`config.mk`:
```
export PLATFORM = sky130hd
export DESIGN_NAME = sbw_ctrl
export DESIGN_NICKNAME = d
export VERILOG_FILES = /design/src/design/sbw_pkg.sv /design/src/design/sbw_ctrl.sv
export SDC_FILE = /design/constraint.sdc
export NUM_CORES = 1
export LEC_CHECK = 0
export BUFFER_PORTS_ARGS = -buffer_cell sky130_fd_sc_hd__buf_2
export CAP_MARGIN = 20
export CELL_PAD_IN_SITES_DETAIL_PLACEMENT = 2
export CELL_PAD_IN_SITES_GLOBAL_PLACEMENT = 2
export CORE_AREA = 2 2 39 41
export DETAILED_ROUTE_END_ITERATION = 10
export DIE_AREA = 0 0 41 43
export GPL_TIMING_DRIVEN = 0
export MAX_ROUTING_LAYER = met4
export PLACE_DENSITY = 0.61
export SLEW_MARGIN = 5
export SYNTH_ARGS = -nofsm -noshare
export SYNTH_HDL_FRONTEND = slang
export SYNTH_SLANG_ARGS = --single-unit
```
`constraint.sdc`:
```
create_clock -name clock -period 1.4 [get_ports clock]
set_clock_uncertainty 0.15 [all_clocks]
set_input_delay 0.28 -clock clock [delete_from_list [all_inputs] [get_ports clock]]
set_output_delay 0.28 -clock clock [all_outputs]
set_load 0.05 [all_outputs]
```
`src/design/sbw_pkg.sv`:
```
// shared types and constants for the shifted bitmap write unit
// no dependencies; used by every module of the block except sbw_ram

package sbw_pkg;

   // field widths
   localparam int ADDR_W  = 13;
   localparam int PIX_W   = 8;
   localparam int SHIFT_W = 3;
   localparam int MODE_W  = 8;
   localparam int COLOR_W = 4;

   // one stored entry: color code above the video byte
   localparam int WORD_W = COLOR_W + PIX_W;

   // stream and register port widths
   localparam int REQ_DATA_W = 24;
   localparam int RSP_DATA_W = 24;
   localparam int CSR_IDX_W  = 2;
   localparam int CSR_DATA_W = 8;

   // parameter defaults
   localparam int VIDEO_BYTES_DEF = 8192;
   localparam int ROW_STRIDE_DEF  = 256;

   // draw modes
   localparam logic [MODE_W-1:0] MODE_REPLACE = 8'd0;
   localparam logic [MODE_W-1:0] MODE_OR      = 8'd1;
   localparam logic [MODE_W-1:0] MODE_ERASE   = 8'd13;

   // register indexes
   localparam logic [CSR_IDX_W-1:0] CSR_SHIFT = 2'd0;
   localparam logic [CSR_IDX_W-1:0] CSR_MODE  = 2'd1;
   localparam logic [CSR_IDX_W-1:0] CSR_COLOR = 2'd2;

   // controller to datapath
   typedef struct packed {
      logic clr_wr;     // write zero at the sweep counter
      logic load_req;   // capture the accepted word
      logic wr_first;   // compute and write back the first entry
      logic wr_second;  // write back the second entry
      logic load_rsp;   // move the finished result to the output register
   } cmd_type;

   // datapath to controller
   typedef struct packed {
      logic clear_last; // sweep counter at its last entry
      logic rsp_free;   // output register can take a result this cycle
   } sts_type;

endpackage

```
`src/design/sbw_ctrl.sv`:
```
// sequencing state machine: clearing sweep, read, two write-backs, result hand-off
// depends on sbw_pkg

module sbw_ctrl (
   input  logic             clock,
   input  logic             reset,
   input  logic             req_valid,
   output logic             req_ready,
   input  sbw_pkg::sts_type sts,
   output sbw_pkg::cmd_type cmd
);

   typedef enum logic [2:0] {
      ST_CLEAR,
      ST_IDLE,
      ST_WRITE1,
      ST_WRITE2,
      ST_HOLD
   } state_type;

   state_type state_ff;
   state_type state_in;

   always_comb begin
      state_in  = state_ff;
      cmd       = '0;
      req_ready = 1'b0;
      unique case (state_ff)
         ST_CLEAR: begin
            cmd.clr_wr = 1'b1;
            if (sts.clear_last) begin
               state_in = ST_IDLE;
            end
         end
         ST_IDLE: begin
            req_ready = 1'b1;
            if (req_valid) begin
               cmd.load_req = 1'b1;
               state_in     = ST_WRITE1;
            end
         end
         ST_WRITE1: begin
            cmd.wr_first = 1'b1;
            state_in     = ST_WRITE2;
         end
         ST_WRITE2: begin
            cmd.wr_second = 1'b1;
            if (sts.rsp_free) begin
               cmd.load_rsp = 1'b1;
               state_in     = ST_IDLE;
            end else begin
               state_in = ST_HOLD;
            end
         end
         ST_HOLD: begin
            if (sts.rsp_free) begin
               cmd.load_rsp = 1'b1;
               state_in     = ST_IDLE;
            end
         end
         default: begin
            state_in = ST_CLEAR;
         end
      endcase
   end

   always_ff @(posedge clock) begin
      if (reset) begin
         state_ff <= ST_CLEAR;
      end else begin
         state_ff <= state_in;
      end
   end

endmodule

```
==> results of run 1 <==
## per-stage QoR
stage               setup WS (ns)  std cells
floorplan                  -0.323         23
global placement           -0.143         49
detailed placement         -0.147         49
CTS                        -0.294         60
global route               -0.284         61
finish                     -0.224         61
## power by group
part | switching, mW | internal (mW)
clock | 0.0548 | 0.107
sequential | 0.0132 | 0.0900
combinational | 0.0898 | 0.0880
## routing by layer
layer / wire (um) / part of all wire (%) / up-vias
met5: 0 / 0 / -
met4: 12 / 1.6 / 0
met2: 425 / 56 / 11
met1: 250 / 33 / 127
li1: - / - / 126
met3: 66 / 8.8 / 3
## worst max-delay path by stage
stage | from | end | slack [ns] | cells past startpoint
CTS | state_ff[1]$_SDFFE_PP0P_ | cmd[0] | -0.29 | 5
detailed placement | state_ff[2]$_SDFFE_PP0P_ | cmd[0] | -0.15 | 4
global placement | state_ff[2]$_SDFFE_PP0P_ | cmd[0] | -0.14 | 4
global route | state_ff[2]$_SDFFE_PP0P_ | cmd[0] | -0.28 | 4
floorplan | state_ff[0]$_SDFFE_PP0P_ | cmd[3] | -0.32 | 3
finish | state_ff[2]$_SDFFE_PP0P_ | cmd[0] | -0.22 | 4
## layout by cell type, fill, tap and decap left out, drive strengths merged
master,Yosys,routed
buf,2,20
clkbuf,0,4
dfxtp,3,3
nor3,3,3
nor3b,2,2
nand2,2,2
or2b,2,2
and3b,1,1
and2,1,1
nor2,1,1
a21oi,1,1
nor2b,1,1
nor4,1,1
a21boi,1,1
a2111oi,1,1
mux2,1,1
## what timing repair did
action / CTS / global route
resized for setup: 15 / 10
buffers inserted: 7 / 4
pin swaps: 4 / 3
setup endpoints to repair: 6 / 6
endpoints found under the hold margin: 0 / 0
## kinds of logic (layout without fill, tap and decap cells)
family | after synthesis | count (layout) | share of synthesized area [%]
AND/OR/NAND/NOR | 14 | 14 | 44.4
flip-flops | 3 | 3 | 28.4
AO/OA/AOI/OAI | 3 | 3 | 13.0
multiplexers | 1 | 1 | 5.33
buffers and inverters | 2 | 24 | 8.88
## worst max-delay path: stages (launching register included)
cell,delay [ns]
dfxtp_4,0.37
and3b_2,0.24
a21oi_4,0.14
nor2b_4,0.06
buf_8,0.14
## layout make-up
class | count | area share (%)
repair buffers | 20 | 37.3
well taps | 16 | 4.11
multi-input cells | 18 | 38.6
clock buffers | 4 | 5.40
flip-flops and latches | 3 | 14.7
==> flow_summary.ini, run 1 <==
[global_route]
antenna_found_initial = 0
grt_usage_pct = 11.6
use_met3_pct = 7.85
grt_max_degree = 9
use_met2_pct = 16.9
grt_pass1_wl_um = 1260
grt_overflow = 0
gr-max-usage-layer = met2
grt_pass1_vias = 295
use_met1_pct = 11.2

[timing]
finalSetupViolations = 6
min_period_over_period_pct = 116
worst_slew_margin_rel_pct = 80.0
worst_slew_pin_slew_ns = 0.298
hold_viol = 0
finalWorstSetupSlack_ns = -0.224
maxSlewViolCount = 0
layout_min_cycle_time_ns = 1.62
rsz0062_at_grt = true
fin_setup_tns_ns = -0.893
max_freq_ghz = 0.616
whs_ns = 0.0837

[logic_synthesis]
postSynthAreaPerCell_um2 = 9.19
synthFlopType = dfxtp_1
syn_inst = 23
ys_async_sr_fraction_pct = 0
ys_seq_area_share_pct = 28.4
synth_edf_count = 0
synthTopCellsByArea = dfxtp_1 (28%), nor3_1 (7.1%), a2111oi_2 (7.1%)
syn_nets = 28
ys_ff_latch = 3
synth_common_cells = dfxtp_1 (3), nor3_1 (3), nand2_1 (2), nor3b_1 (2)
yosysUniqueCellTypes = 17
synthesis.area_um2 = 211
synth_warnings = 0
synth_top_cell_by_area = dfxtp_1
synth_top_area_share_pct = 28.4

[die]
initial_core_util_pct = 15.3
core_area_mm2 = 0.00138
fp.dieW_um = 41
die_area_mm2 = 0.00176
row_count = 14
io_pins = 11
dieHeight_um = 43

[drt]
finalWirelength_um = 754
dr_total_vias = 267
drc = 0
dr.pass1.iters = 3
postRouteAntennaNets = 0
drt_iter0_markers = 1
routed_via_density = 4.38
wl_per_cell_um = 12.4

[layout]
largest_reg_flops = 3
reg_top3 = state_ff: 3 flops
antennaDiodeCount = 0
ff_latch_area_um2 = 71.3
area_delta_synth_final_pct = 130
layout-drive-gt1-share_pct = 82.2
multi_input_area_um2 = 188
final_nets = 51
fin_util_pct = 35.2
regMostFlops = state_ff
stdcell_area_um2 = 487
nFillCells = 156

[power]
p_leak_nw = 0.209
ir_drop_mv = 0.317
power.total_uw = 443
power.density_mw_per_mm2 = 911

[critical_path]
worstRegToRegCells = 3
crit_required_ns = 0.97
crit_type = reg2out
r2r-end = state_ff[0]$_SDFFE_PP0P_
arrival_ns = 1.19
regToRegSetupSlack_ns = 0.18
crit_path_max_fanout = 4
timing.rr.start = state_ff[1]$_SDFFE_PP0P_
cp-end-kind = output pin
cp-start-kind = flip-flop

[min_path]
hp-start = sts[0]
worstHoldEndpoint = state_ff[2]$_SDFFE_PP0P_
hold_depth = 2
hold_class = in2reg

[placed_design]
gp_congestion = 0.701
hpwl_um = 454
place_area_um2 = 330
io_buffers = 10

[clocking]
cts-htree-levels = 1
postCtsHoldBufs = 0
path_clk_slew_ns = 0.04
clk_latency_ns = 0.24
root_buffer = clkbuf_4
cts_max_path_buffers = 2
cts_sinks = 3
cts_tree = yes
cts_buffers = 3

[run_status]
status = complete, but fails checks
violations = setup timing

[flow_run]
drv_cap = 0
(Power assumes the default switching activity.)
==> inputs of run 2 (changes only) <==
--- a/config.mk
+++ b/config.mk
@@ -14,7 +14,8 @@
 export DIE_AREA = 0 0 41 43
 export GPL_TIMING_DRIVEN = 0
 export MAX_ROUTING_LAYER = met4
-export PLACE_DENSITY = 0.61
+export PLACE_DENSITY_LB_ADDON = 0.1
+export SETUP_SLACK_MARGIN = 0.4
 export SLEW_MARGIN = 5
 export SYNTH_ARGS = -nofsm -noshare
 export SYNTH_HDL_FRONTEND = slang
==> flow_summary.ini, run 2 (synthesis results as in run 1) <==
[run_status]
status = complete, but fails checks
violations = setup timing

[clocking]
postCtsHoldBufs = 0
path_clk_slew_ns = 0.04
clk_latency_ns = 0.23
root_buffer = clkbuf_4
cts_buffers = 3
cts_sinks = 3
cts-htree-levels = 1
cts_tree = yes
cts_max_path_buffers = 2

[timing]
maxSlewViolCount = 0
finalWorstSetupSlack_ns = -0.287
layout_min_cycle_time_ns = 1.69
finalSetupViolations = 6
worst_slew_pin_slew_ns = 0.331
worst_slew_margin_rel_pct = 77.7
min_period_over_period_pct = 121
rsz0062_at_grt = true
hold_viol = 0
max_freq_ghz = 0.593
whs_ns = 0.103

[layout]
area_delta_synth_final_pct = 131
final_nets = 50
stdcell_count = 60
largest_reg_flops = 3
final_cell_mix = buf_6 (6), buf_4 (6), buf_2 (4)
reg_top3 = state_ff: 3 flops
layout-drive-gt1-share_pct = 86.4
regMostFlops = state_ff
antennaDiodeCount = 0

[critical_path]
cp-start-kind = flip-flop
arrival_ns = 1.26
crit_path_max_fanout = 6
crit_type = reg2out
cp-end-kind = output pin
worstRegToRegCells = 5
crit_required_ns = 0.97

[min_path]
hold_depth = 2
hold_class = in2reg

[drt]
finalWirelength_um = 716
wl_per_cell_um = 11.9
drt_iter0_markers = 0
postRouteAntennaNets = 0
dr_total_vias = 258
routed_via_density = 4.30
drc = 0
dr.pass1.iters = 1

[placed_design]
gp_congestion = 0.672
io_buffers = 10
hpwl_um = 470
dp_cells = 49

[power]
power.density_mw_per_mm2 = 911
ir_drop_mv = 0.257
p_leak_nw = 0.211
power.total_uw = 445

[global_route]
antenna_found_initial = 0
grt_usage_pct = 10.9
grt_pass1_wl_um = 1230
grt_pass1_vias = 299
grt_overflow = 0
grt_max_degree = 10

[die]
io_pins = 11
initial_core_util_pct = 15.3
fp.dieW_um = 41
row_count = 14
core_area_mm2 = 0.00138
dieHeight_um = 43
die_area_mm2 = 0.00176

[flow_run]
drv_cap = 0
run 2: cell types whose count changed in the layout (fill, tap and decap cells not counted), sizes merged:
cell  change
buf       -1
run 2: metal layers:
metal	vias to the layer above	GRT usage, %	wire (um)
li1	125	-	-
met1	128	12.5	291
met2	5	16.3	407
met3	0	1.57	16
met4	0	8.00	0
met5	-	-	0
run 2: critical path: stages (launching register included):
cell and delay [ns]:
dfxtp_2 0.31, buf_6 0.13, and3b_2 0.24, a21oi_4 0.15, nor2b_4 0.05, buf_6 0.15
run 2: stage by stage:
stage | area, um2 | util [%] | TNS (ns) | worst slack, ns
3_5_place_dp | 338 | 24.4 | -0.228 | -0.158
3_3_place_gp | 338 | 24.4 | -0.184 | -0.138
4_1_cts | 475 | 34.4 | -1.27 | -0.291
2_1_floorplan | 268 | - | -0.765 | -0.322
6_report | 488 | 35.3 | -1.18 | -0.287
5_1_grt | 488 | 35.3 | -1.41 | -0.325
run 2: repair_timing:
item | CTS | global route
endpoints found under the setup margin | 9 | 9
resized for setup | 16 | 1
pin swaps | 1 | 2
buffers inserted | 6 | 1
hold endpoints to repair | 0 | 0
run 2: path summary, 6_finish.rpt:
path / startpoint / end / slack (ns)
worst min-delay path: reset / state_ff[1]$_SDFFE_PP0P_ / 0.10
worst min register to register: state_ff[2]$_SDFFE_PP0P_ / state_ff[1]$_SDFFE_PP0P_ / 0.33
worst max register to register: state_ff[0]$_SDFFE_PP0P_ / state_ff[2]$_SDFFE_PP0P_ / 0.15
worst max-delay path: state_ff[0]$_SDFFE_PP0P_ / cmd[0] / -0.29
run 2: final cells by class:
cell class | instances | area (um2)
fill | 159 | 896
multi-input combinational | 18 | 193
timing repair buffer | 17 | 160
sequential | 3 | 66.3
clock buffer | 4 | 26.3
buffer | 2 | 22.5
tap | 16 | 20.0
run 2: power breakdown:
part | switching (mW) | total, mW | internal [mW]
registers | 0.00319 | 0.0940 | 0.0908
clock network | 0.0468 | 0.154 | 0.107
logic | 0.102 | 0.197 | 0.0950
==> inputs of run 3 (changes only) <==
--- a/config.mk
+++ b/config.mk
@@ -14,7 +14,7 @@
 export DIE_AREA = 0 0 41 43
 export GPL_TIMING_DRIVEN = 0
 export MAX_ROUTING_LAYER = met4
-export PLACE_DENSITY_LB_ADDON = 0.1
+export PLACE_DENSITY_LB_ADDON = 0.15
 export SETUP_SLACK_MARGIN = 0.4
 export SLEW_MARGIN = 5
 export SYNTH_ARGS = -nofsm -noshare
==> flow_summary.ini, run 3 (synthesis results as in run 1) <==
[layout]
regMostFlops = state_ff
area_delta_synth_final_pct = 137
layout-drive-gt1-share_pct = 88.9
reg_top3 = state_ff: 3 flops
largest_reg_flops = 3
antennaDiodeCount = 0
stdcell_count = 61
nFillCells = 153
ff_latch_area_um2 = 66.3
fin_util_pct = 36.2
final_cell_mix = buf_4 (7), buf_6 (5), buf_2 (4), buf_8 (4), clkbuf_4 (3)
multi_input_area_um2 = 199
final_nets = 51
final_common_cell = buf_4

[global_route]
gr-max-usage-layer = met2
antenna_found_initial = 0
use_met1_pct = 10.6
grt_usage_pct = 9.57
grt_overflow = 0
grt_max_degree = 10
use_met3_pct = 4.71
grt_pass1_vias = 243
grt_pass1_wl_um = 1050
use_met2_pct = 14.1

[critical_path]
timing.rr.start = state_ff[1]$_SDFFE_PP0P_
slowest_stage = dfxtp_4
r2r-end = state_ff[0]$_SDFFE_PP0P_
crit_required_ns = 0.97
crit_type = reg2out
cp-start-kind = flip-flop
worstRegToRegCells = 5
regToRegSetupSlack_ns = 0.11
crit_buf_inv = 1
cp-end-kind = output pin
arrival_ns = 1.25
crit_path_max_fanout = 8
crit_family = flip-flops
critical-path-max-stage-delay_ns = 0.42
cp_cell_sequence = and3b_2, a21oi_4, nor2b_4, buf_8

[die]
fp.dieW_um = 41
io_pins = 11
core_area_mm2 = 0.00138
die_area_mm2 = 0.00176
initial_core_util_pct = 15.3
row_count = 14
dieHeight_um = 43

[min_path]
hold_depth = 2
hp-start = sts[0]
hold_class = in2reg
worstHoldEndpoint = state_ff[2]$_SDFFE_PP0P_

[drt]
postRouteAntennaNets = 0
drt_iter0_markers = 1
drc = 0
dr.pass1.iters = 2
routed_via_density = 4.26
dr_total_vias = 260
wl_per_cell_um = 12.4
finalWirelength_um = 756

[clocking]
cts_tree = yes
cts_sinks = 3
root_buffer = clkbuf_4
postCtsHoldBufs = 0
cts_buffers = 3
clk_latency_ns = 0.23
path_clk_slew_ns = 0.04
cts-htree-levels = 1
cts_max_path_buffers = 2

[power]
ir_drop_mv = 0.483
p_comb_share_pct = 44.9
swShare_pct = 33.8
power.total_uw = 444
p_leak_nw = 0.217
p_switching_uw = 150
clock_power_share_pct = 33.9
power.density_mw_per_mm2 = 888
internal-power_uw = 294
power_frac_seq_pct = 21.2

[run_status]
violations = setup timing
status = complete, but fails checks

[timing]
finalSetupViolations = 6
maxSlewViolCount = 0
max_freq_ghz = 0.594
rsz0062_at_grt = true
finalWorstSetupSlack_ns = -0.284
whs_ns = 0.117
hold_viol = 0
fin_setup_tns_ns = -1.04
worst_slew_margin_rel_pct = 84.2
layout_min_cycle_time_ns = 1.68
worst_slew_pin_slew_ns = 0.235
min_period_over_period_pct = 120

[placed_design]
gp_congestion = 0.634
io_buffers = 10
hpwl_um = 426
dp_cells = 49

[flow_run]
drv_cap = 0
==> run 3: cell types whose count changed in the layout (fill, tap and decap cells not counted) <==
| cell | delta |
|---|---|
| buf_12 | -1 |
| nor4_1 | -1 |
| buf_4 | +1 |
| buf_6 | -1 |
| buf_8 | +2 |
| nor4_2 | +1 |
==> run 3: routing by layer <==
layer  part of all wire, %  up-vias  wire length [um]
met3                   3.6        0                27
li1                      -      126                 -
met1                    37      124               279
met4                     0        0                 0
met5                     0        -                 0
met2                    59       10               449
==> run 3: worst max path at each step <==
| stage | from | endpoint | slack, ns | cells after the start |
|---|---|---|---|---|
| finish | state_ff[2]$_SDFFE_PP0P_ | cmd[0] | -0.28 | 4 |
| global route | state_ff[2]$_SDFFE_PP0P_ | cmd[0] | -0.33 | 4 |
| CTS | state_ff[1]$_SDFFE_PP0P_ | cmd[0] | -0.29 | 5 |
| detailed placement | state_ff[2]$_SDFFE_PP0P_ | cmd[0] | -0.15 | 4 |
| global placement | state_ff[2]$_SDFFE_PP0P_ | cmd[0] | -0.15 | 4 |
| floorplan | state_ff[0]$_SDFFE_PP0P_ | cmd[3] | -0.32 | 3 |
==> run 3: power by group through the flow <==
| stage | Clock [mW] | Combinational, mW | Sequential [mW] |
|---|---|---|---|
| 2_1_floorplan | 0 | 0.118 | 0.0967 |
| 3_3_place_gp | 0 | 0.144 | 0.0972 |
| 3_5_place_dp | 0 | 0.145 | 0.0972 |
| 4_1_cts | 0.160 | 0.170 | 0.0942 |
| 5_1_grt | 0.171 | 0.211 | 0.0944 |
| 6_report | 0.151 | 0.199 | 0.0942 |
==> run 3: layout make-up <==
| class | instances | share of cell area (%) |
|---|---|---|
| sequential | 3 | 13.2 |
| buffer | 2 | 4.50 |
| tap | 16 | 4.00 |
| clock buffer | 4 | 5.25 |
| multi-input combinational | 18 | 39.8 |
| timing repair buffer | 18 | 33.3 |
==> run 3: metrics by stage <==
step | cell area, um2 | worst slack, ns
floorplan | 268 | -0.322
global placement | 338 | -0.147
detailed placement | 338 | -0.152
CTS | 420 | -0.290
global route | 500 | -0.328
finish | 500 | -0.284
==> run 3: timing repair <==
action	in CTS	in global routing
resized for setup	13	9
setup endpoints to repair	9	9
pin swaps	1	3
setup buffers	2	6
